`src/hw/rtl/nfsa_pkg.sv`:
```
// shared constants and types for the next-fit slot allocator
package nfsa_pkg;

	// pointer and pool size width, holds sizes up to 511
	localparam int PTR_W   = 9;
	// free map is kept as words of sixteen slot bits
	localparam int WORD_W  = 16;
	localparam int BIT_W   = 4;
	// word number of any slot below 512
	localparam int WIDX_W  = PTR_W - BIT_W;
	localparam int SLOT_W  = 8;
	localparam int STAT_W  = 2;

	typedef logic [STAT_W-1:0] status_t;

	localparam status_t ST_OK        = 2'd0;
	localparam status_t ST_EXHAUSTED = 2'd1;
	localparam status_t ST_RANGE     = 2'd2;

	localparam logic FUNC_ALLOC = 1'b0;
	localparam logic FUNC_FREE  = 1'b1;

endpackage

```
`src/hw/rtl/nfsa_if.sv`:
```
// request, response and configuration channels of the slot allocator

interface nfsa_req_if;
	import nfsa_pkg::*;
	logic              valid;
	logic              ready;
	logic              func;
	logic [SLOT_W-1:0] slot_index;
	modport source (output valid, output func, output slot_index, input ready);
	modport sink   (input valid, input func, input slot_index, output ready);
endinterface

interface nfsa_rsp_if;
	import nfsa_pkg::*;
	logic              valid;
	logic              ready;
	logic [SLOT_W-1:0] granted_index;
	status_t           status;
	modport source (output valid, output granted_index, output status, input ready);
	modport sink   (input valid, input granted_index, input status, output ready);
endinterface

interface nfsa_cfg_if;
	import nfsa_pkg::*;
	logic             valid;
	logic             ready;
	logic [PTR_W-1:0] pool_size;
	modport source (output valid, output pool_size, input ready);
	modport sink   (input valid, input pool_size, output ready);
endinterface

```
`src/hw/rtl/next_fit_slot_allocator.sv`:
```
// next-fit slot allocator: word-serial scan of a free map memory
//
// Usage: requests arrive on req (func 0 allocate, func 1 free slot_index),
// one response per request leaves on rsp (granted_index, status). The pool
// size register is written through cfg, which is always ready; write it
// only while no request is outstanding.
// Operation: a free of an in-range slot reads its map word and writes it
// back with the slot bit set. An allocate tests one sixteen-slot word at a
// time, starting at the pointer and stopping at the first free slot or at
// the word that holds the end of the pool. Out-of-range frees and allocates
// with an empty scan range answer straight from idle. One request is in
// flight at a time; the single read port of the free map memory and the
// one-word test unit set the scan rate.
// The response sits in an output register: a new request is taken while it
// waits only if the receiver takes it in the same cycle, otherwise req is
// held not ready until the beat goes out.
// Reset: the pointer clears, pool size becomes 256, then a clearing pass
// writes every map word to all free, with req not ready during it.
module next_fit_slot_allocator #(
	parameter int MAX_SLOTS = 256
) (
	input  logic        clk,
	input  logic        arst_n,
	nfsa_req_if.sink    req,
	nfsa_rsp_if.source  rsp,
	nfsa_cfg_if.sink    cfg
);
	import nfsa_pkg::*;

	localparam int NW       = (MAX_SLOTS + WORD_W - 1) / WORD_W;
	localparam int AW       = (NW > 1) ? $clog2(NW) : 1;
	localparam int SIZE_CAP = (MAX_SLOTS > 511) ? 511 : MAX_SLOTS;

	localparam logic [1:0] S_CLEAR = 2'd0;
	localparam logic [1:0] S_IDLE  = 2'd1;
	localparam logic [1:0] S_SCAN  = 2'd2;
	localparam logic [1:0] S_FREE  = 2'd3;

	logic [1:0]        state_q;
	logic [AW-1:0]     clr_q;
	logic [PTR_W-1:0]  ptr_q;
	logic [PTR_W-1:0]  pool_size_q;
	logic              out_valid_q;
	logic [SLOT_W-1:0] granted_q;
	status_t           status_q;
	logic [WIDX_W-1:0] word_q;
	logic [BIT_W-1:0]  start_q;
	logic [BIT_W-1:0]  fbit_q;

	logic [WORD_W-1:0] mem [NW];
	logic [WORD_W-1:0] rdata_q;

	logic              accept;
	logic [PTR_W-1:0]  size_w;
	logic [PTR_W-1:0]  ptr_wrap;
	logic [WIDX_W-1:0] rd_word;
	logic              we;
	logic [AW-1:0]     wa;
	logic [WORD_W-1:0] wd;
	logic [WORD_W-1:0] cand;
	logic              hit;
	logic [BIT_W-1:0]  hit_bit;
	logic [PTR_W-1:0]  hit_idx;
	logic              last_word;
	logic              rsp_load;

	assign req.ready = (state_q == S_IDLE) && (!out_valid_q || rsp.ready);
	assign accept    = req.valid && req.ready;
	assign cfg.ready = 1'b1;

	assign rsp.valid         = out_valid_q;
	assign rsp.granted_index = granted_q;
	assign rsp.status        = status_q;

	assign size_w   = (pool_size_q < PTR_W'(SIZE_CAP)) ? pool_size_q : PTR_W'(SIZE_CAP);
	assign ptr_wrap = (ptr_q == size_w) ? '0 : ptr_q;

	// test unit: free bits of the current word inside the scan window
	always_comb begin
		cand = '0;
		for (int b = 0; b < WORD_W; b++) begin
			cand[b] = rdata_q[b] && (BIT_W'(b) >= start_q)
				&& ({word_q, BIT_W'(b)} < size_w);
		end
		hit_bit = '0;
		for (int b = WORD_W - 1; b >= 0; b--) begin
			if (cand[b]) begin
				hit_bit = BIT_W'(b);
			end
		end
	end

	assign hit       = |cand;
	assign hit_idx   = {word_q, hit_bit};
	assign last_word = {({1'b0, word_q} + (WIDX_W+1)'(1)), {BIT_W{1'b0}}}
		>= {1'b0, size_w};

	// a response is loaded when a request finishes in this cycle
	assign rsp_load = ((state_q == S_IDLE) && accept
			&& ((req.func == FUNC_FREE) ? ({1'b0, req.slot_index} >= size_w)
				: (ptr_wrap >= size_w)))
		|| ((state_q == S_SCAN) && (hit || last_word))
		|| (state_q == S_FREE);

	// lookahead read: next word is fetched while the current one is tested
	always_comb begin
		if (state_q == S_IDLE) begin
			rd_word = (req.func == FUNC_FREE) ? WIDX_W'(req.slot_index[SLOT_W-1:BIT_W])
				: ptr_wrap[PTR_W-1:BIT_W];
		end else begin
			rd_word = word_q + WIDX_W'(1);
		end
	end

	always_comb begin
		we = 1'b0;
		wa = AW'(word_q);
		wd = rdata_q;
		case (state_q)
			S_CLEAR: begin
				we = 1'b1;
				wa = clr_q;
				wd = '1;
			end
			S_SCAN: begin
				we = hit;
				wd = rdata_q & ~(WORD_W'(1) << hit_bit);
			end
			S_FREE: begin
				we = 1'b1;
				wd = rdata_q | (WORD_W'(1) << fbit_q);
			end
			default: begin
				we = 1'b0;
			end
		endcase
	end

	always_ff @(posedge clk) begin
		if (we) begin
			mem[wa] <= wd;
		end
		rdata_q <= mem[AW'(rd_word)];
	end

	always_ff @(posedge clk or negedge arst_n) begin
		if (!arst_n) begin
			state_q     <= S_CLEAR;
			clr_q       <= '0;
			ptr_q       <= '0;
			pool_size_q <= PTR_W'(256);
			out_valid_q <= 1'b0;
			granted_q   <= '0;
			status_q    <= ST_OK;
			word_q      <= '0;
			start_q     <= '0;
			fbit_q      <= '0;
		end else begin
			if (cfg.valid && cfg.ready) begin
				pool_size_q <= cfg.pool_size;
			end
			out_valid_q <= rsp_load || (out_valid_q && !rsp.ready);
			case (state_q)
				S_CLEAR: begin
					clr_q <= clr_q + AW'(1);
					if (clr_q == AW'(NW - 1)) begin
						state_q <= S_IDLE;
					end
				end
				S_IDLE: begin
					if (accept) begin
						granted_q <= '0;
						if (req.func == FUNC_FREE) begin
							if ({1'b0, req.slot_index} < size_w) begin
								word_q  <= WIDX_W'(req.slot_index[SLOT_W-1:BIT_W]);
								fbit_q  <= req.slot_index[BIT_W-1:0];
								state_q <= S_FREE;
							end else begin
								status_q <= ST_RANGE;
							end
						end else begin
							ptr_q <= ptr_wrap;
							if (ptr_wrap < size_w) begin
								word_q  <= ptr_wrap[PTR_W-1:BIT_W];
								start_q <= ptr_wrap[BIT_W-1:0];
								state_q <= S_SCAN;
							end else begin
								status_q <= ST_EXHAUSTED;
							end
						end
					end
				end
				S_SCAN: begin
					if (hit) begin
						granted_q <= hit_idx[SLOT_W-1:0];
						status_q  <= ST_OK;
						ptr_q     <= hit_idx + PTR_W'(1);
						state_q   <= S_IDLE;
					end else if (last_word) begin
						status_q <= ST_EXHAUSTED;
						state_q  <= S_IDLE;
					end else begin
						word_q  <= word_q + WIDX_W'(1);
						start_q <= '0;
					end
				end
				S_FREE: begin
					status_q <= ST_OK;
					state_q  <= S_IDLE;
				end
				default: begin
					state_q <= S_IDLE;
				end
			endcase
		end
	end

	// pointer never runs past the largest usable pool
	a_ptr_bound: assert property (@(posedge clk) disable iff (!arst_n)
		ptr_q <= PTR_W'(SIZE_CAP))
		else $error("search pointer beyond pool capacity");

	// the output slot stays empty while a request is still being worked on
	a_scan_slot: assert property (@(posedge clk) disable iff (!arst_n)
		(state_q == S_SCAN || state_q == S_FREE) |-> !out_valid_q)
		else $error("response pending during scan or free");

	// a response only appears once the sequencer is back at rest
	a_done_idle: assert property (@(posedge clk) disable iff (!arst_n)
		$rose(out_valid_q) |-> state_q == S_IDLE)
		else $error("response raised outside idle");

	// a granted slot always lies inside the pool
	a_grant_range: assert property (@(posedge clk) disable iff (!arst_n)
		(state_q == S_SCAN && hit) |-> hit_idx < size_w)
		else $error("grant outside pool");

endmodule

```
`src/flat_wrapper.sv`:
```
// flat-port wrapper written by rule: the top's interface ports become plain ports
module next_fit_slot_allocator_flat import nfsa_pkg::*;
#(
	parameter int MAX_SLOTS = 256
)
  (clk, arst_n, req_valid, req_func, req_slot_index, req_ready, rsp_valid, rsp_granted_index, rsp_status, rsp_ready, cfg_valid, cfg_pool_size, cfg_ready);
  nfsa_req_if req_i ();
  nfsa_rsp_if rsp_i ();
  nfsa_cfg_if cfg_i ();
  input  logic clk;
  input  logic arst_n;
  input wire logic [$bits(req_i.valid)-1:0] req_valid;
  input wire logic [$bits(req_i.func)-1:0] req_func;
  input wire logic [$bits(req_i.slot_index)-1:0] req_slot_index;
  output wire logic [$bits(req_i.ready)-1:0] req_ready;
  output wire logic [$bits(rsp_i.valid)-1:0] rsp_valid;
  output wire logic [$bits(rsp_i.granted_index)-1:0] rsp_granted_index;
  output wire logic [$bits(rsp_i.status)-1:0] rsp_status;
  input wire logic [$bits(rsp_i.ready)-1:0] rsp_ready;
  input wire logic [$bits(cfg_i.valid)-1:0] cfg_valid;
  input wire logic [$bits(cfg_i.pool_size)-1:0] cfg_pool_size;
  output wire logic [$bits(cfg_i.ready)-1:0] cfg_ready;
  assign req_i.valid = req_valid;
  assign req_i.func = req_func;
  assign req_i.slot_index = req_slot_index;
  assign req_ready = req_i.ready;
  assign rsp_valid = rsp_i.valid;
  assign rsp_granted_index = rsp_i.granted_index;
  assign rsp_status = rsp_i.status;
  assign rsp_i.ready = rsp_ready;
  assign cfg_i.valid = cfg_valid;
  assign cfg_i.pool_size = cfg_pool_size;
  assign cfg_ready = cfg_i.ready;
  next_fit_slot_allocator #(.MAX_SLOTS(MAX_SLOTS)) u_core (.clk(clk), .arst_n(arst_n), .req(req_i), .rsp(rsp_i), .cfg(cfg_i));
endmodule
```
`config.mk`:
```
export PLATFORM = sky130hd
export DESIGN_NAME = next_fit_slot_allocator_flat
export DESIGN_NICKNAME = d
export VERILOG_FILES = /design/src/hw/rtl/nfsa_pkg.sv /design/src/hw/rtl/nfsa_if.sv /design/src/hw/rtl/next_fit_slot_allocator.sv /design/src/flat_wrapper.sv
export SDC_FILE = /design/constraint.sdc
export NUM_CORES = 1
export LEC_CHECK = 0
export ABC_AREA = 1
export BUFFER_PORTS_ARGS = -buffer_cell sky130_fd_sc_hd__buf_2
export CORE_UTILIZATION = 35
export CTS_CLUSTER_DIAMETER = 150
export DETAILED_ROUTE_END_ITERATION = 6
export PLACE_DENSITY = 0.54
export SKIP_CTS_REPAIR_TIMING = 1
export SLEW_MARGIN = 20
export SYNTH_ARGS = -nofsm -noshare
export SYNTH_HDL_FRONTEND = slang
export SYNTH_SLANG_ARGS = --single-unit
```
`constraint.sdc`:
```
create_clock -name clk -period 4.6 [get_ports clk]
set_input_delay 0.46 -clock clk [delete_from_list [all_inputs] [get_ports clk]]
set_output_delay 0.46 -clock clk [all_outputs]
set_load 0.02 [all_outputs]
```
* Word level (Yosys, flattened, before mapping)
Memories as Yosys holds them, arrays and structs flattened. A register that Yosys moved wholly into a read port is not among the register bits.
Cells that the tools add are included.
** Operators by class
- Add/subtract/negate cells :: 4
- Order comparisons :: 38
- Equal/unequal tests :: 17
- Shift operators :: 2
- Muxes and demuxes :: 60
- Bitwise gates (word level) :: 3
- Reduce and logical (&&, ||, !) cells :: 57
** Operator list (number)
- 9-bit less-than comparator :: 17
- 4-bit 2-to-1 mux :: 24
- 16-bit one-hot mux with 3 select lines :: 1
- 9-bit 2-to-1 mux :: 5
- 1-bit logical AND :: 38
- 4-bit >= comparator (first input constant) :: 8
- 1-bit by 4-bit << shifter with 16-bit output (first input constant) :: 2
- 5-bit 2-to-1 mux :: 6
- 2-bit 2-to-1 mux :: 12
- 9-bit one-hot mux with 2 select lines :: 1
- 16-bit AND :: 1
- 3-bit by 4-bit >= comparator with 1-bit output (first input constant) :: 4
- 8-bit 2-to-1 mux :: 2
- 16-bit NOT :: 1
- 16-bit OR :: 1
- 8-bit one-hot mux with 2 select lines :: 1
- 16-bit OR reduction :: 1
- 3-bit inequality test (second input constant) :: 4
- 6-bit AND reduction :: 2
- 10-bit by 9-bit >= comparator with 1-bit output :: 1
- 5-bit one-hot mux with 2 select lines :: 1
- 5-bit AND reduction :: 2
- 9-bit by 1-bit adder with 9-bit output (second input constant) :: 1
- 9-bit == test :: 1
- 28 further kinds :: 44
** Storage, ports and cells
- Register bits after elaboration :: 48
- Memory bits (writable) :: 256
- Input bits :: 23
- Output and inout bits :: 13
- Logic and storage cells :: 192
- Memories :: 1
** Memory list
- u_core.mem :: depth 16, width 16, read ports 1, clocked after Yosys merged registers in 1, wr ports 1, line next_fit_slot_allocator.sv:50 : logic [WORD_W-1:0] mem [NW];

* Logic depth before layout (Yosys ltp)
Gate-level depths: netlist of the first run.
- Depth in word-level cells :: 24
- Mapped depth :: 30
- Depth with buffers taken out :: 29

* Worst setup path before layout of the first run
No wires, ideal clock.
- Path kind :: register to register
- From :: register u_core.pool_size_q[8]
- To :: memory u_core.mem[0][0], enable pin
- Setup time :: 0.388 ns
- Data arrival time :: 3.552 ns
- Required time :: 4.212 ns
- Setup slack :: 0.660 ns
- Cell stages (with the launch flop) :: 22
- Buffers on the path :: 1
- Period minus slack after synthesis :: 3.940 ns
- Cells stage by stage :: dfstp_2 buf_6 inv_6 nand2_1 ha_1 nand2_1 inv_2 a21oi_4 o21ai_1 inv_1 nand2_1 a21oi_1 nand4_2 nand2_1 nor2_2 nand3_2 nor2_4 nor2_2 inv_1 a21oi_1 nand3_1 nor2_1
** On the way
- Word-level cells in the longest chain between the ends :: 8
** Ends and longest elaborated chain
- from (decl) :: line next_fit_slot_allocator.sv:42 : logic [PTR_W-1:0] pool_size_q;
- from (signal assigned) :: line next_fit_slot_allocator.sv:160 : pool_size_q <= cfg.pool_size;
- 9-bit less-than comparator :: line next_fit_slot_allocator.sv:75 : assign size_w = (pool_size_q < PTR_W'(SIZE_CAP)) ? pool_size_q : PTR_W'(SIZE_CAP);
- 9-bit 2-to-1 mux (*) :: line next_fit_slot_allocator.sv:75
- 9-bit less-than comparator :: line next_fit_slot_allocator.sv:83 : && ({word_q, BIT_W'(b)} < size_w);
- 1-bit logical AND :: line next_fit_slot_allocator.sv:83
- 16-bit OR reduction (*) :: line next_fit_slot_allocator.sv:93 : assign hit = |cand;
- 1-bit one-hot mux with 2 select lines (*) :: line next_fit_slot_allocator.sv:119 : case (state_q)
- 1-bit 2-to-1 mux (*) :: line next_fit_slot_allocator.sv:140 : if (we) begin
- 1-bit 2-to-1 mux (not written as such) (*) :: line next_fit_slot_allocator.sv:141 : mem[wa] <= wd;
- to (decl) :: line next_fit_slot_allocator.sv:50
Mark *: on every way between the ends. The rest lies on a longest branch, timed or not.

* Final worst setup path of the first run
- From :: register u_core.pool_size_q[8]
- To :: memory u_core.mem[11][7], enable pin
The elaborated chain is that of the path after synthesis.

==> Implementation_results.wiki, run 1 <==
{| class="wikitable"
! Metric !! Value
|-
| Layout Cells excl Fill || between 2000 and 2500
|-
| IO Pins || 36
|-
| Share of flip-flops with an asynchronous set or reset || about 15%
|-
| Clock Tree Buf Depth || 3
|-
| Height of the die || 212.2 um
|-
| Instance area at placement || 16590 sq um
|-
| 1st-pass router iterations || 5
|-
| Number of enable-type register cells in the synthesized netlist || 256
|-
| Number of vias after detailed routing || 11350
|-
| Post-synth top area share || 49.73%
|-
| Cell count after synthesis || 1479
|-
| Clock latency on the worst-skew pair || between 0.5 and 0.6 ns
|-
| Max-cap violations || 0
|-
| HPWL after detailed placement || 28950 um
|-
| Footprint of the multi-input gates || 5269 sq um
|-
| Number of global-route vias before repair || 10920
|-
| Post-synthesis instance area || 15460 sq um
|-
| Clock share of power || 19.5%
|-
| Portion of total power attributed to sequential cells || a little under a third
|-
| Fillers || 4269
|-
| Clock root buffer || clkbuf_16
|-
| Min cycle time layout || 4.302 ns
|-
| Storage element area || 9210 sq um
|-
| Layout Skew || 0.01345 ns
|-
| Category of the critical setup timing path || flip-flop to flip-flop
|-
| Cell family with the largest share of critical-path delay || simple AND/OR/NAND/NOR gates
|-
| Launching instance or port of the critical path || u_core.pool_size_q[8]$_DFFE_PN1P_
|-
| Post-synth top area cell || edfxtp_1
|-
| First-pass GRT wire length || 65870 um
|-
| Cell count after placement || 2085
|-
| Gr ovfl total || 0
|-
| Final total power || ~15 mW
|-
| Total buffers and inverters traversed by the critical path || 4
|-
| R2r startpoint || u_core.pool_size_q[8]$_DFFE_PN1P_
|-
| Mean instance size in the synthesized netlist || 10.45 sq um
|-
| Routed length per instance || 19.94 um
|-
| Syn nets || approximately 1500
|-
| Highest fanout seen on the critical path || 16
|-
| Maximum number of pins on one net before global-route repair || 91
|-
| Die boundary width || 212.2 um
|-
| ANT nets after route || 0
|-
| Commonest non-fill, non-tap cell in the layout || edfxtp_1
|-
| Initial DRC Count || 1022
|-
| Largest cells by area after synthesis || edfxtp_1 (50%), dfrtp_1 (7.6%), a21oi_1 (5.9%)
|-
| Setup slack of the most critical reg-to-reg path || 0.30 ns
|-
| Core Area || roughly 43000 sq um
|-
| Commonest cells after routing, fill and taps aside || edfxtp_1 (256), a21oi_1 (181), inv_1 (160), nand2_1 (160), o21ai_1 (108)
|-
| Fraction of power spent switching nets || a little under half
|-
| Total power divided by cell area || 849.9 nW/um^2
|-
| Leading register cell type out of synthesis || edfxtp_1
|-
| Finish-stage setup viols || 0
|-
| Final weighted congestion in routability-driven placement || between 0.9 and 1
|-
| Most common cell on crit path || nand2_1
|-
| Distinct cell type count of the synthesized netlist || 58
|-
| Total die area || 45010 sq um
|-
| Number of antenna cells inserted || 0
|-
| Setup repair after global routing missed its margin || no
|-
| Internal power || 8.310 mW
|-
| Post-Route WL || 42950 um
|-
| Number of max-slew violations in the final report || 0
|-
| Yosys Warn Count || 0
|-
| Starting density of the core || 35.65%
|-
| Highest-delay cell along the critical path || dfstp_2
|-
| Fraction of the cycle the final worst path needs || 93.52%
|-
| Largest stage delay on the critical path || 0.69 ns
|-
| Slew headroom || between 20% and 30%
|-
| Number of logic stages on the critical path including buffering || 21
|-
| Switching power summed over all nets || 6.843 mW
|-
| Total routing usage reported by global routing || 19.49%
|-
| Reg2reg end || u_core.mem[11][7]$_DFFE_PP_
|-
| CTS H-tree lvls || 2
|-
| Critical path capture point type || flip-flop
|-
| Ordered list of cells on the worst path || inv_6, nand2_4, ha_1, nand2_1, nand2_1, a21oi_4, o21ai_1, inv_1, nand2_1, a21oi_1, nand4_2, nand2_1, nor2_2, nand3_2, nor2_4, nor2_2, inv_1, a21oi_1, nand3_1, nor2_2, buf_4
|-
| Antenna violations before repair || 0
|-
| Hold depth || 2
|-
| Startpoint types || flip-flop
|-
| Clock tree from TritonCTS || built
|-
| Total DRC errors in the routed layout || 0
|-
| Final setup TNS || 0 ns
|-
| Net total in the final layout || approximately 1600
|-
| Fraction of final layout cells sized beyond drive strength 1 || 15.17%
|-
| Post-route worst hold slack || 0.1392 ns
|-
| Leakage component of the power || 6.757 nW
|-
| Critical path data arrival time || 4.52 ns
|-
| Total clock buffers created by CTS || 37
|-
| Maximum vdd drop || about 0.00047 V
|-
| Result of the run || finished, final reports clean
|-
| Peak clock frequency supported by timing || roughly 230 MHz
|-
| Worst Hold Class || primary input to flip-flop
|-
| Portion of the post-synthesis area used by sequential elements || 59.58%
|-
| Number of core rows || 76
|-
| Post-route standard cell area excluding fillers || 17830 sq um
|-
| Worst-Margin Slew || 1.094 ns
|-
| Layout-stage area growth over the synthesis result || 15.34%
|-
| Worst Reg2Reg Path Length in Cells || 21
|-
| Quantity of I/O buffers inserted on ports || 34
|-
| FF+latch count, synth || between 300 and 400
|-
| Share of total power in combinational logic || 50.0%
|-
| Endpoint of the most critical setup path || u_core.mem[11][7]$_DFFE_PP_
|-
| Clk pin slew, worst setup/hold paths || roughly 0.06 ns
|-
| Via count normalized by instance count || 5.268
|-
| Worst endpoint required time || between 4 and 5 ns
|-
| Clock Sink Count || between 300 and 400
|-
| Final hold violations || 0
|}
-- per-layer routing --
| metal | GRT usage [%] | wire length, um |
|---|---|---|
| met5 | 0 | 0 |
| met2 | 31.67 | 20250 |
| met4 | 5.897 | 883 |
| met3 | 3.294 | 2383 |
| met1 | 26.56 | 19440 |
-- layout make-up --
type | instances | area share [%]
Sequential cell | 320 | 51.66
Multi-Input combinational cell | 909 | 29.55
Clock buffer | 46 | 5.495
Timing Repair Buffer | 99 | 4.126
Tap cell | 585 | 4.105
Inverter | 174 | 3.691
Clock inverter | 21 | 1.375
-- power by group through the flow --
stage	clock network (mW)	logic (mW)	registers, mW
after floorplan	0	4.84	4.59
after global placement	0	7.54	4.67
after detailed placement	0	7.56	4.67
after CTS	3.02	7.59	4.61
after global routing	3.12	8.34	4.66
final	2.96	7.58	4.61
-- Yosys cell counts, types with 16 or more instances --
library cell and count:
a21oi_1 181, buf_2 17, buf_4 20, clkbuf_1 33
dfrtp_1 47, dfxtp_1 16, edfxtp_1 256, ha_1 38
inv_1 160, nand2_1 161, nand3_1 80, nor2_1 61
o211ai_1 70, o21ai_0 74, o21ai_1 109
-- state kept, by name (all words and copies together) (netlist names) --
| name | flops |
|---|---|
| u_core.rdata_q | 16 |
| u_core.rsp.status | 2 |
| u_core.rsp.valid | 1 |
| u_core.rsp.granted_index | 8 |
| u_core.clr_q | 4 |
| u_core.word_q | 5 |
| u_core.start_q | 4 |
| u_core.state_q | 2 |
| u_core.fbit_q | 4 |
| u_core.pool_size_q | 9 |
| u_core.mem | 256 |
| u_core.ptr_q | 9 |
-- logic make-up after synthesis --
family	synth area share (%)
AO/OA/AOI/OAI	18.11
XOR/XNOR	0.7204
multiplexers	0.3642
flip-flops	59.58
buffers and inverters	6.823
AND/OR/NAND/NOR	11.30
adder cells (fa/ha/maj)	3.076
other	0.02426
-- stage by stage --
stage	worst slack, ns	utilization (%)
2_1_floorplan	0.6595	-
3_3_place_gp	0.2699	38.25
3_5_place_dp	0.1767	38.25
4_1_cts	0.1612	41.08
5_1_grt	0.05905	41.12
6_report	0.2979	41.12
-- worst min-delay path by stage --
stage                           from                                 to  slack, ns
global route        cfg_pool_size[4]  u_core.pool_size_q[4]$_DFFE_PN0P_       0.13
finish              cfg_pool_size[4]  u_core.pool_size_q[4]$_DFFE_PN0P_       0.14
floorplan                     arst_n        u_core.clr_q[0]$_DFFE_PN0P_       0.16
global placement              arst_n   u_core.rsp.status[0]$_DFFE_PN0P_       0.41
CTS                           arst_n       u_core.fbit_q[3]$_DFFE_PN0P_      -0.19
detailed placement            arst_n   u_core.rsp.status[1]$_DFFE_PN0P_       0.41
Power figures use the tool's default switching activity.
==> run 2: changes to the inputs <==
Settings changed: BUFFER_PORTS_ARGS -buffer_cell sky130_fd_sc_hd__buf_2 to default, DONT_BUFFER_PORTS from default to 1, PLACE_DENSITY 0.54 to 0.53.
==> run 2 against run 1 <==
Against the previous run: sequential power up 1%; clock power down 3%; critical path depth up 4; die area unchanged; global-route usage down 0.32 points; hold slack worse by 0.12 ns; combinational power down 5.1%; sequential share of layout area up 0.90 points; clock skew up 0.00087 ns; total power down 2.8%; maximum frequency up 0.15%; critical endpoint is now u_core.mem[13][5]$_DFFE_PP_; largest cell class unchanged; largest power group unchanged.
==> Implementation_results.wiki, run 2 (synthesis results as in run 1) <==
{| class="wikitable"
! Metric !! Value
|-
| Result of the run || finished, final reports clean
|-
| Fraction of final layout cells sized beyond drive strength 1 || between 10% and 20%
|-
| Total power divided by cell area || 840.2 nW/um^2
|-
| Post-Route WL || ~42000 um
|-
| Height of the die || 212.2 um
|-
| Reg2reg end || u_core.mem[13][5]$_DFFE_PP_
|-
| Total routing usage reported by global routing || 19.17%
|-
| Registers with the highest flip-flop counts || u_core.mem: 256 flops, u_core.rdata_q: 16 flops
|-
| Share of total power in combinational logic || 48.8%
|-
| Worst setup slack after layout || 0.3044 ns
|-
| Core Area || 43360 sq um
|-
| Layout Skew || around 0.014 ns
|-
| Total die area || about 45000 sq um
|-
| Layout-stage area growth over the synthesis result || 13.36%
|-
| Highest-delay cell along the critical path || dfstp_2
|-
| Layout Cells excl Fill || approximately 2100
|-
| Internal power || 8.042 mW
|-
| Antenna violations before repair || 0
|-
| Initial DRC Count || 978
|-
| Fillers || ~4300
|-
| Clock tree from TritonCTS || built
|-
| Final setup TNS || 0 ns
|-
| Number of vias after detailed routing || 11080
|-
| Worst endpoint required time || 4.87 ns
|-
| Largest stage delay on the critical path || 0.70 ns
|-
| Cell count after placement || 2039
|-
| Clock share of power || around 20%
|-
| Final weighted congestion in routability-driven placement || 0.9175
|-
| Min cycle time layout || 4.296 ns
|-
| Finish-stage setup viols || 0
|-
| Peak clock frequency supported by timing || 232.8 MHz
|-
| Via count normalized by instance count || 5.253
|-
| Number of max-slew violations in the final report || 0
|-
| Total clock buffers created by CTS || 37
|-
| Portion of total power attributed to sequential cells || between 30% and 40%
|-
| First-pass GRT wire length || roughly 65000 um
|-
| Setup slack of the most critical reg-to-reg path || 0.30 ns
|-
| Gr ovfl total || 0
|-
| Leakage component of the power || 6.541 nW
|-
| End of the worst hold path || u_core.pool_size_q[0]$_DFFE_PN0P_
|-
| Commonest cells after routing, fill and taps aside || edfxtp_1 (256), a21oi_1 (180), inv_1 (160), nand2_1 (160), o21ai_1 (108)
|-
| Hold_sp || cfg_valid
|-
| Hold depth || 1
|-
| Worst Hold Class || primary input to flip-flop
|-
| IO Pins || 36
|-
| CTS H-tree lvls || 2
|-
| Slew headroom || 44.62%
|-
| Pre-CTS WS || 0.3470 ns
|-
| Setup repair after global routing missed its margin || no
|-
| Total DRC errors in the routed layout || 0
|-
| Clock Sink Count || 320
|-
| Most common cell on crit path || nand2_1
|-
| Worst-Margin Slew || 0.8307 ns
|-
| Final hold violations || 0
|-
| Instance area at placement || 16280 sq um
|-
| Worst Reg2Reg Path Length in Cells || 25
|-
| Number of core rows || 76
|-
| R2r startpoint || u_core.pool_size_q[8]$_DFFE_PN1P_
|-
| Clock Tree Buf Depth || 3
|-
| Starting density of the core || 35.65%
|-
| Cell family with the largest share of critical-path delay || simple AND/OR/NAND/NOR gates
|-
| Routed length per instance || 20.05 um
|-
| Net total in the final layout || roughly 1600
|-
| Critical path capture point type || flip-flop
|-
| Number of antenna cells inserted || 0
|-
| Category of the critical setup timing path || flip-flop to flip-flop
|-
| ANT nets after route || 0
|-
| Post-route standard cell area excluding fillers || 17520 sq um
|-
| Number of flip-flops under the largest register name || 256
|-
| Clk pin slew, worst setup/hold paths || 0.06 ns
|-
| Clock root buffer || clkbuf_16
|-
| 1st-pass router iterations || 5
|-
| Switching power summed over all nets || ~6.7 mW
|-
| Die boundary width || between 200 and 250 um
|-
| Number of global-route vias before repair || 10850
|-
| Quantity of I/O buffers inserted on ports || 0
|-
| Critical path data arrival time || 4.57 ns
|-
| Startpoint types || flip-flop
|-
| Fraction of power spent switching nets || ~45%
|-
| Maximum vdd drop || 0.0005006 V
|-
| Total buffers and inverters traversed by the critical path || 6
|-
| Most flops, register || u_core.mem
|-
| Max-cap violations || 0
|-
| HPWL after detailed placement || between 20000 and 30000 um
|-
| Commonest non-fill, non-tap cell in the layout || edfxtp_1
|-
| Maximum number of pins on one net before global-route repair || 129
|-
| Clock latency on the worst-skew pair || 0.55 ns
|-
| Highest fanout seen on the critical path || 16
|-
| Fraction of the cycle the final worst path needs || 93.38%
|}
[run 2: cell types whose count changed in the layout (fill, tap and decap cells not counted), moves of 2 or more]
| cell | delta |
|---|---|
| buf_2 | -34 |
| clkbuf_16 | +2 |
| buf_12 | -4 |
| buf_4 | -9 |
| clkbuf_1 | +2 |
| clkbuf_8 | +2 |
| clkinv_4 | -2 |
| bufinv_16 | -2 |
[run 2: layout make-up]
cell class | instances | area, sq um | share of cell area [%]
repair buffers | 54 | 455.4 | 2.599
well taps | 585 | 732.0 | 4.177
clock inverters | 15 | 130.1 | 0.7426
inverters | 174 | 658.1 | 3.756
clock buffers | 52 | 1065 | 6.076
multi-input cells | 909 | 5273 | 30.09
flip-flops and latches | 320 | 9210 | 52.56
[run 2: power groups by stage]
stage	logic, mW	clock network [mW]	registers (mW)
floorplan	4.84	0	4.59
global placement	7.17	0	4.71
detailed placement	7.20	0	4.72
CTS	7.23	2.94	4.66
global route	7.96	3.04	4.71
finish	7.19	2.87	4.67
[run 2: how the worst max path moves through the flow]
| stage | startpoint | endpoint | slack, ns | cells after the start |
|---|---|---|---|---|
| 2_1_floorplan | u_core.pool_size_q[8]$_DFFE_PN1P_ | u_core.mem[0][0]$_DFFE_PP_ | 0.66 | 21 |
| 4_1_cts | u_core.pool_size_q[8]$_DFFE_PN1P_ | u_core.mem[15][1]$_DFFE_PP_ | 0.32 | 21 |
| 3_5_place_dp | u_core.pool_size_q[8]$_DFFE_PN1P_ | u_core.mem[15][2]$_DFFE_PP_ | 0.35 | 21 |
| 5_1_grt | u_core.pool_size_q[8]$_DFFE_PN1P_ | u_core.mem[5][1]$_DFFE_PP_ | 0.04 | 25 |
| 6_report | u_core.pool_size_q[8]$_DFFE_PN1P_ | u_core.mem[13][5]$_DFFE_PP_ | 0.30 | 25 |
| 3_3_place_gp | u_core.pool_size_q[8]$_DFFE_PN1P_ | u_core.mem[14][5]$_DFFE_PP_ | 0.46 | 25 |
[run 2: metrics by stage]
stage	total power, mW	utilization, %	hold slack, ns
5_1_grt	15.71	40.41	0.01904
4_1_cts	14.84	40.29	-0.4280
2_1_floorplan	9.430	-	0.1644
3_3_place_gp	11.88	37.54	0.1657
3_5_place_dp	11.92	37.54	0.1657
6_report	14.72	40.41	0.02342
[run 2: per-layer routing]
| metal | GRT usage [%] | vias to the layer above | wire, um |
|---|---|---|---|
| met5 | 0 | - | 0 |
| met4 | 6.647 | 0 | 1080 |
| met3 | 2.836 | 63 | 2144 |
| met2 | 31.42 | 282 | 19890 |
| met1 | 25.84 | 5405 | 19170 |
| li1 | - | 5328 | - |
==> run 3: changes to the inputs <==
Settings changed: ABC_AREA 1 to 0.
==> run 3 against run 2 <==
Against the previous run: total power is 3.2% lower; non-clock buffer count increased by 24; global-route usage up 0.52 points; sequential cell count unchanged; via count fell by 8.8%; critical endpoint is now u_core.mem[5][1]$_DFFE_PP_; largest cell class unchanged.
==> Implementation_results.wiki, run 3 <==
{| class="wikitable"
! Metric !! Value
|-
| Net total in the final layout || 1301
|-
| Post-synth top area cell || edfxtp_1
|-
| Clock Sink Count || 320
|-
| Height of the die || ~210 um
|-
| Post-route standard cell area excluding fillers || 17480 sq um
|-
| Cell count after synthesis || 1184
|-
| Number of enable-type register cells in the synthesized netlist || 256
|-
| Slew headroom || 26.35%
|-
| ANT nets after route || 0
|-
| First-pass GRT wire length || 63830 um
|-
| Total clock buffers created by CTS || 37
|-
| Final weighted congestion in routability-driven placement || 0.9444
|-
| Via count normalized by instance count || 5.589
|-
| HPWL after detailed placement || 28530 um
|-
| Portion of total power attributed to sequential cells || around a third
|-
| Post-synth top area share || 50.93%
|-
| CTS H-tree lvls || 2
|-
| Maximum vdd drop || 0.0003762 V
|-
| Largest cells by area after synthesis || edfxtp_1 (51%), mux2i_1 (8.9%), dfrtp_1 (7.8%)
|-
| Registers with the highest flip-flop counts || u_core.mem: 256 flops, u_core.rdata_q: 16 flops
|-
| Max-cap violations || 0
|-
| Total power divided by cell area || 815.0 nW/um^2
|-
| Final hold violations || 0
|-
| Fraction of the cycle the final worst path needs || 94.16%
|-
| Initial DRC Count || 772
|-
| Clock latency on the worst-skew pair || 0.57 ns
|-
| Routed length per instance || around 24 um
|-
| Clock Tree Buf Depth || 3
|-
| Total DRC errors in the routed layout || 0
|-
| Result of the run || finished, final reports clean
|-
| Quantity of I/O buffers inserted on ports || 0
|-
| Maximum number of pins on one net before global-route repair || 49
|-
| Number of flip-flops under the largest register name || between 200 and 300
|-
| Gr ovfl total || 0
|-
| Category of the critical setup timing path || flip-flop to flip-flop
|-
| Commonest non-fill, non-tap cell in the layout || edfxtp_1
|-
| Critical path data arrival time || 4.58 ns
|-
| Fraction of final layout cells sized beyond drive strength 1 || about 16%
|-
| Min cycle time layout || around 4.3 ns
|-
| Critical path capture point type || flip-flop
|-
| Yosys Warn Count || 0
|-
| IO Pins || 36
|-
| Worst-Margin Slew || 1.104 ns
|-
| Setup slack of the most critical reg-to-reg path || 0.27 ns
|-
| Distinct cell type count of the synthesized netlist || 88
|-
| Number of global-route vias before repair || around 9900
|-
| Fraction of power spent switching nets || 40.52%
|-
| Syn nets || approximately 1200
|-
| Switching power summed over all nets || 5.774 mW
|-
| Number of vias after detailed routing || 10110
|-
| Layout-stage area growth over the synthesis result || 15.83%
|-
| Highest-delay cell along the critical path || nor2_2
|-
| Leakage component of the power || around 6.4 nW
|-
| Instance area at placement || about 16000 sq um
|-
| Ordered list of cells on the worst path || inv_2, ha_1, nand4_2, nor3_2, o22a_1, nor3_1, o311ai_0, a31oi_1, o21a_1, ha_1, nand3_1, a21oi_1, nor2_2
|-
| Most frequent cell after synthesis || edfxtp_1
|-
| Post-Route WL || 42550 um
|-
| Portion of the post-synthesis area used by sequential elements || 61.02%
|-
| Number of antenna cells inserted || 0
|-
| Largest stage delay on the critical path || 0.56 ns
|-
| Share of total power in combinational logic || 45.7%
|-
| Highest fanout seen on the critical path || 16
|-
| Total routing usage reported by global routing || about 20%
|-
| Setup repair after global routing missed its margin || no
|-
| Worst Hold Class || primary input to flip-flop
|-
| Number of max-slew violations in the final report || 0
|-
| Clk pin slew, worst setup/hold paths || 0.06 ns
|-
| Clock share of power || between 20% and 30%
|-
| Internal power || 8.476 mW
|-
| Clock root buffer || clkbuf_16
|-
| Antenna violations before repair || 0
|-
| Layout Skew || 0.03684 ns
|-
| Die boundary width || 209.7 um
|-
| Post-route worst hold slack || 0.04919 ns
|-
| Fillers || 3922
|-
| Post-synthesis instance area || 15090 sq um
|-
| Share of flip-flops with an asynchronous set or reset || 15.00%
|-
| Mean instance size in the synthesized netlist || 12.75 sq um
|-
| Total die area || 43960 sq um
|-
| Clock tree from TritonCTS || built
|-
| Finish-stage setup viols || 0
|-
| Commonest cells after routing, fill and taps aside || edfxtp_1 (256), mux2i_1 (134), nand2_1 (77)
|-
| Worst endpoint required time || 4.85 ns
|-
| 1st-pass router iterations || 5
|-
| Peak clock frequency supported by timing || 230.9 MHz
|-
| Leading register cell type out of synthesis || edfxtp_1
|-
| Final setup TNS || 0 ns
|-
| Core Area || 42230 sq um
|-
| Number of core rows || 75
|-
| Most common cell on crit path || ha_1
|-
| Most flops, register || u_core.mem
|-
| Starting density of the core || 35.75%
|-
| FF+latch count, synth || 320
|-
| Startpoint types || flip-flop
|-
| Synth top cells by count || edfxtp_1 (256), mux2i_1 (134), nand2_1 (77), nor2_1 (77), o22ai_1 (70)
|}
[run 3: changes by cell type in the layout (fill, tap and decap cells not counted), sizes merged, moves of 13 or more]
cell | previous run | this run
o21ai | 186 | 50
mux2i | 0 | 135
a21oi | 187 | 54
or4 | 0 | 17
nand2 | 172 | 79
o211ai | 71 | 5
nand3 | 84 | 26
o22ai | 0 | 70
a22oi | 13 | 0
buf | 52 | 76
inv | 173 | 31
[run 3: layout make-up]
| cell class | instances | area, sq um | share of cell area (%) |
|---|---|---|---|
| multi-input cells | 774 | 5562 | 31.81 |
| well taps | 539 | 674.4 | 3.857 |
| flip-flops and latches | 320 | 9210 | 52.68 |
| clock buffers | 53 | 1069 | 6.111 |
| inverters | 29 | 108.9 | 0.6226 |
| repair buffers | 78 | 685.7 | 3.922 |
| clock inverters | 15 | 175.2 | 1.002 |
[run 3: kinds of logic after synthesis]
logic type               after synthesis  synth area share, %
AO/OA/AOI/OAI                        258                11.35
XOR/XNOR                              14               0.8123
adder cells (fa/ha/maj)               38                3.150
buffers and inverters                 90                2.744
flip-flops                           320                61.02
multiplexers                         152                10.30
other                                  1              0.02484
AND/OR/NAND/NOR                      311                10.60
[run 3: stage by stage]
step / total power [mW] / std cells / setup WS [ns] / util (%)
final: 14.25 / 1808 / 0.2686 / 41.40
after global routing: 15.01 / 1808 / 0.02975 / 41.40
after CTS: 14.24 / 1805 / 0.01036 / 41.20
after detailed placement: 11.23 / 1737 / 0.05001 / 38.25
after global placement: 11.16 / 1737 / 0.1366 / 38.25
after floorplan: 8.884 / 1184 / 0.3803 / -
[run 3: worst max-delay path: cells and delay by family, from the launching register on]
family	cells	cell delay [ns]
buf+inv	1	0.09
simple gates	5	1.43
fa+ha+maj	2	0.63
compound gates	5	1.34
flops	1	0.53
[run 3: path summary, 6_finish.rpt]
path                                                          end  cells past startpoint                              start
worst max-delay path                   u_core.mem[5][1]$_DFFE_PP_                     13  u_core.pool_size_q[8]$_DFFE_PN1P_
worst min-delay path                 u_core.fbit_q[1]$_DFFE_PN0P_                      1                  req_slot_index[1]
worst max register to register         u_core.mem[5][1]$_DFFE_PP_                     13  u_core.pool_size_q[8]$_DFFE_PN1P_
worst min register to register        u_core.ptr_q[7]$_DFFE_PN0P_                      2        u_core.ptr_q[7]$_DFFE_PN0P_
max in group asynchronous       u_core.pool_size_q[8]$_DFFE_PN1P_                      2                             arst_n
min in group asynchronous             u_core.clr_q[3]$_DFFE_PN0P_                      2                             arst_n
[run 3: metal layers]
metal / up-vias / routed length (um) / track usage, % / part of all wire, %
met3: 58 / 1955 / 2.738 / 4.6
li1: 4696 / - / - / -
met2: 275 / 20370 / 32.68 / 48
met1: 5076 / 19290 / 26.67 / 45
met5: - / 0 / 0 / 0
met4: 0 / 940 / 6.141 / 2.2
[run 3: power by group through the flow]
stage / Combinational [mW] / Sequential [mW] / Clock, mW
3_5_place_dp: 6.41 / 4.83 / 0
3_3_place_gp: 6.34 / 4.82 / 0
5_1_grt: 7.04 / 4.82 / 3.15
4_1_cts: 6.43 / 4.77 / 3.05
6_report: 6.51 / 4.77 / 2.98
2_1_floorplan: 4.29 / 4.60 / 0
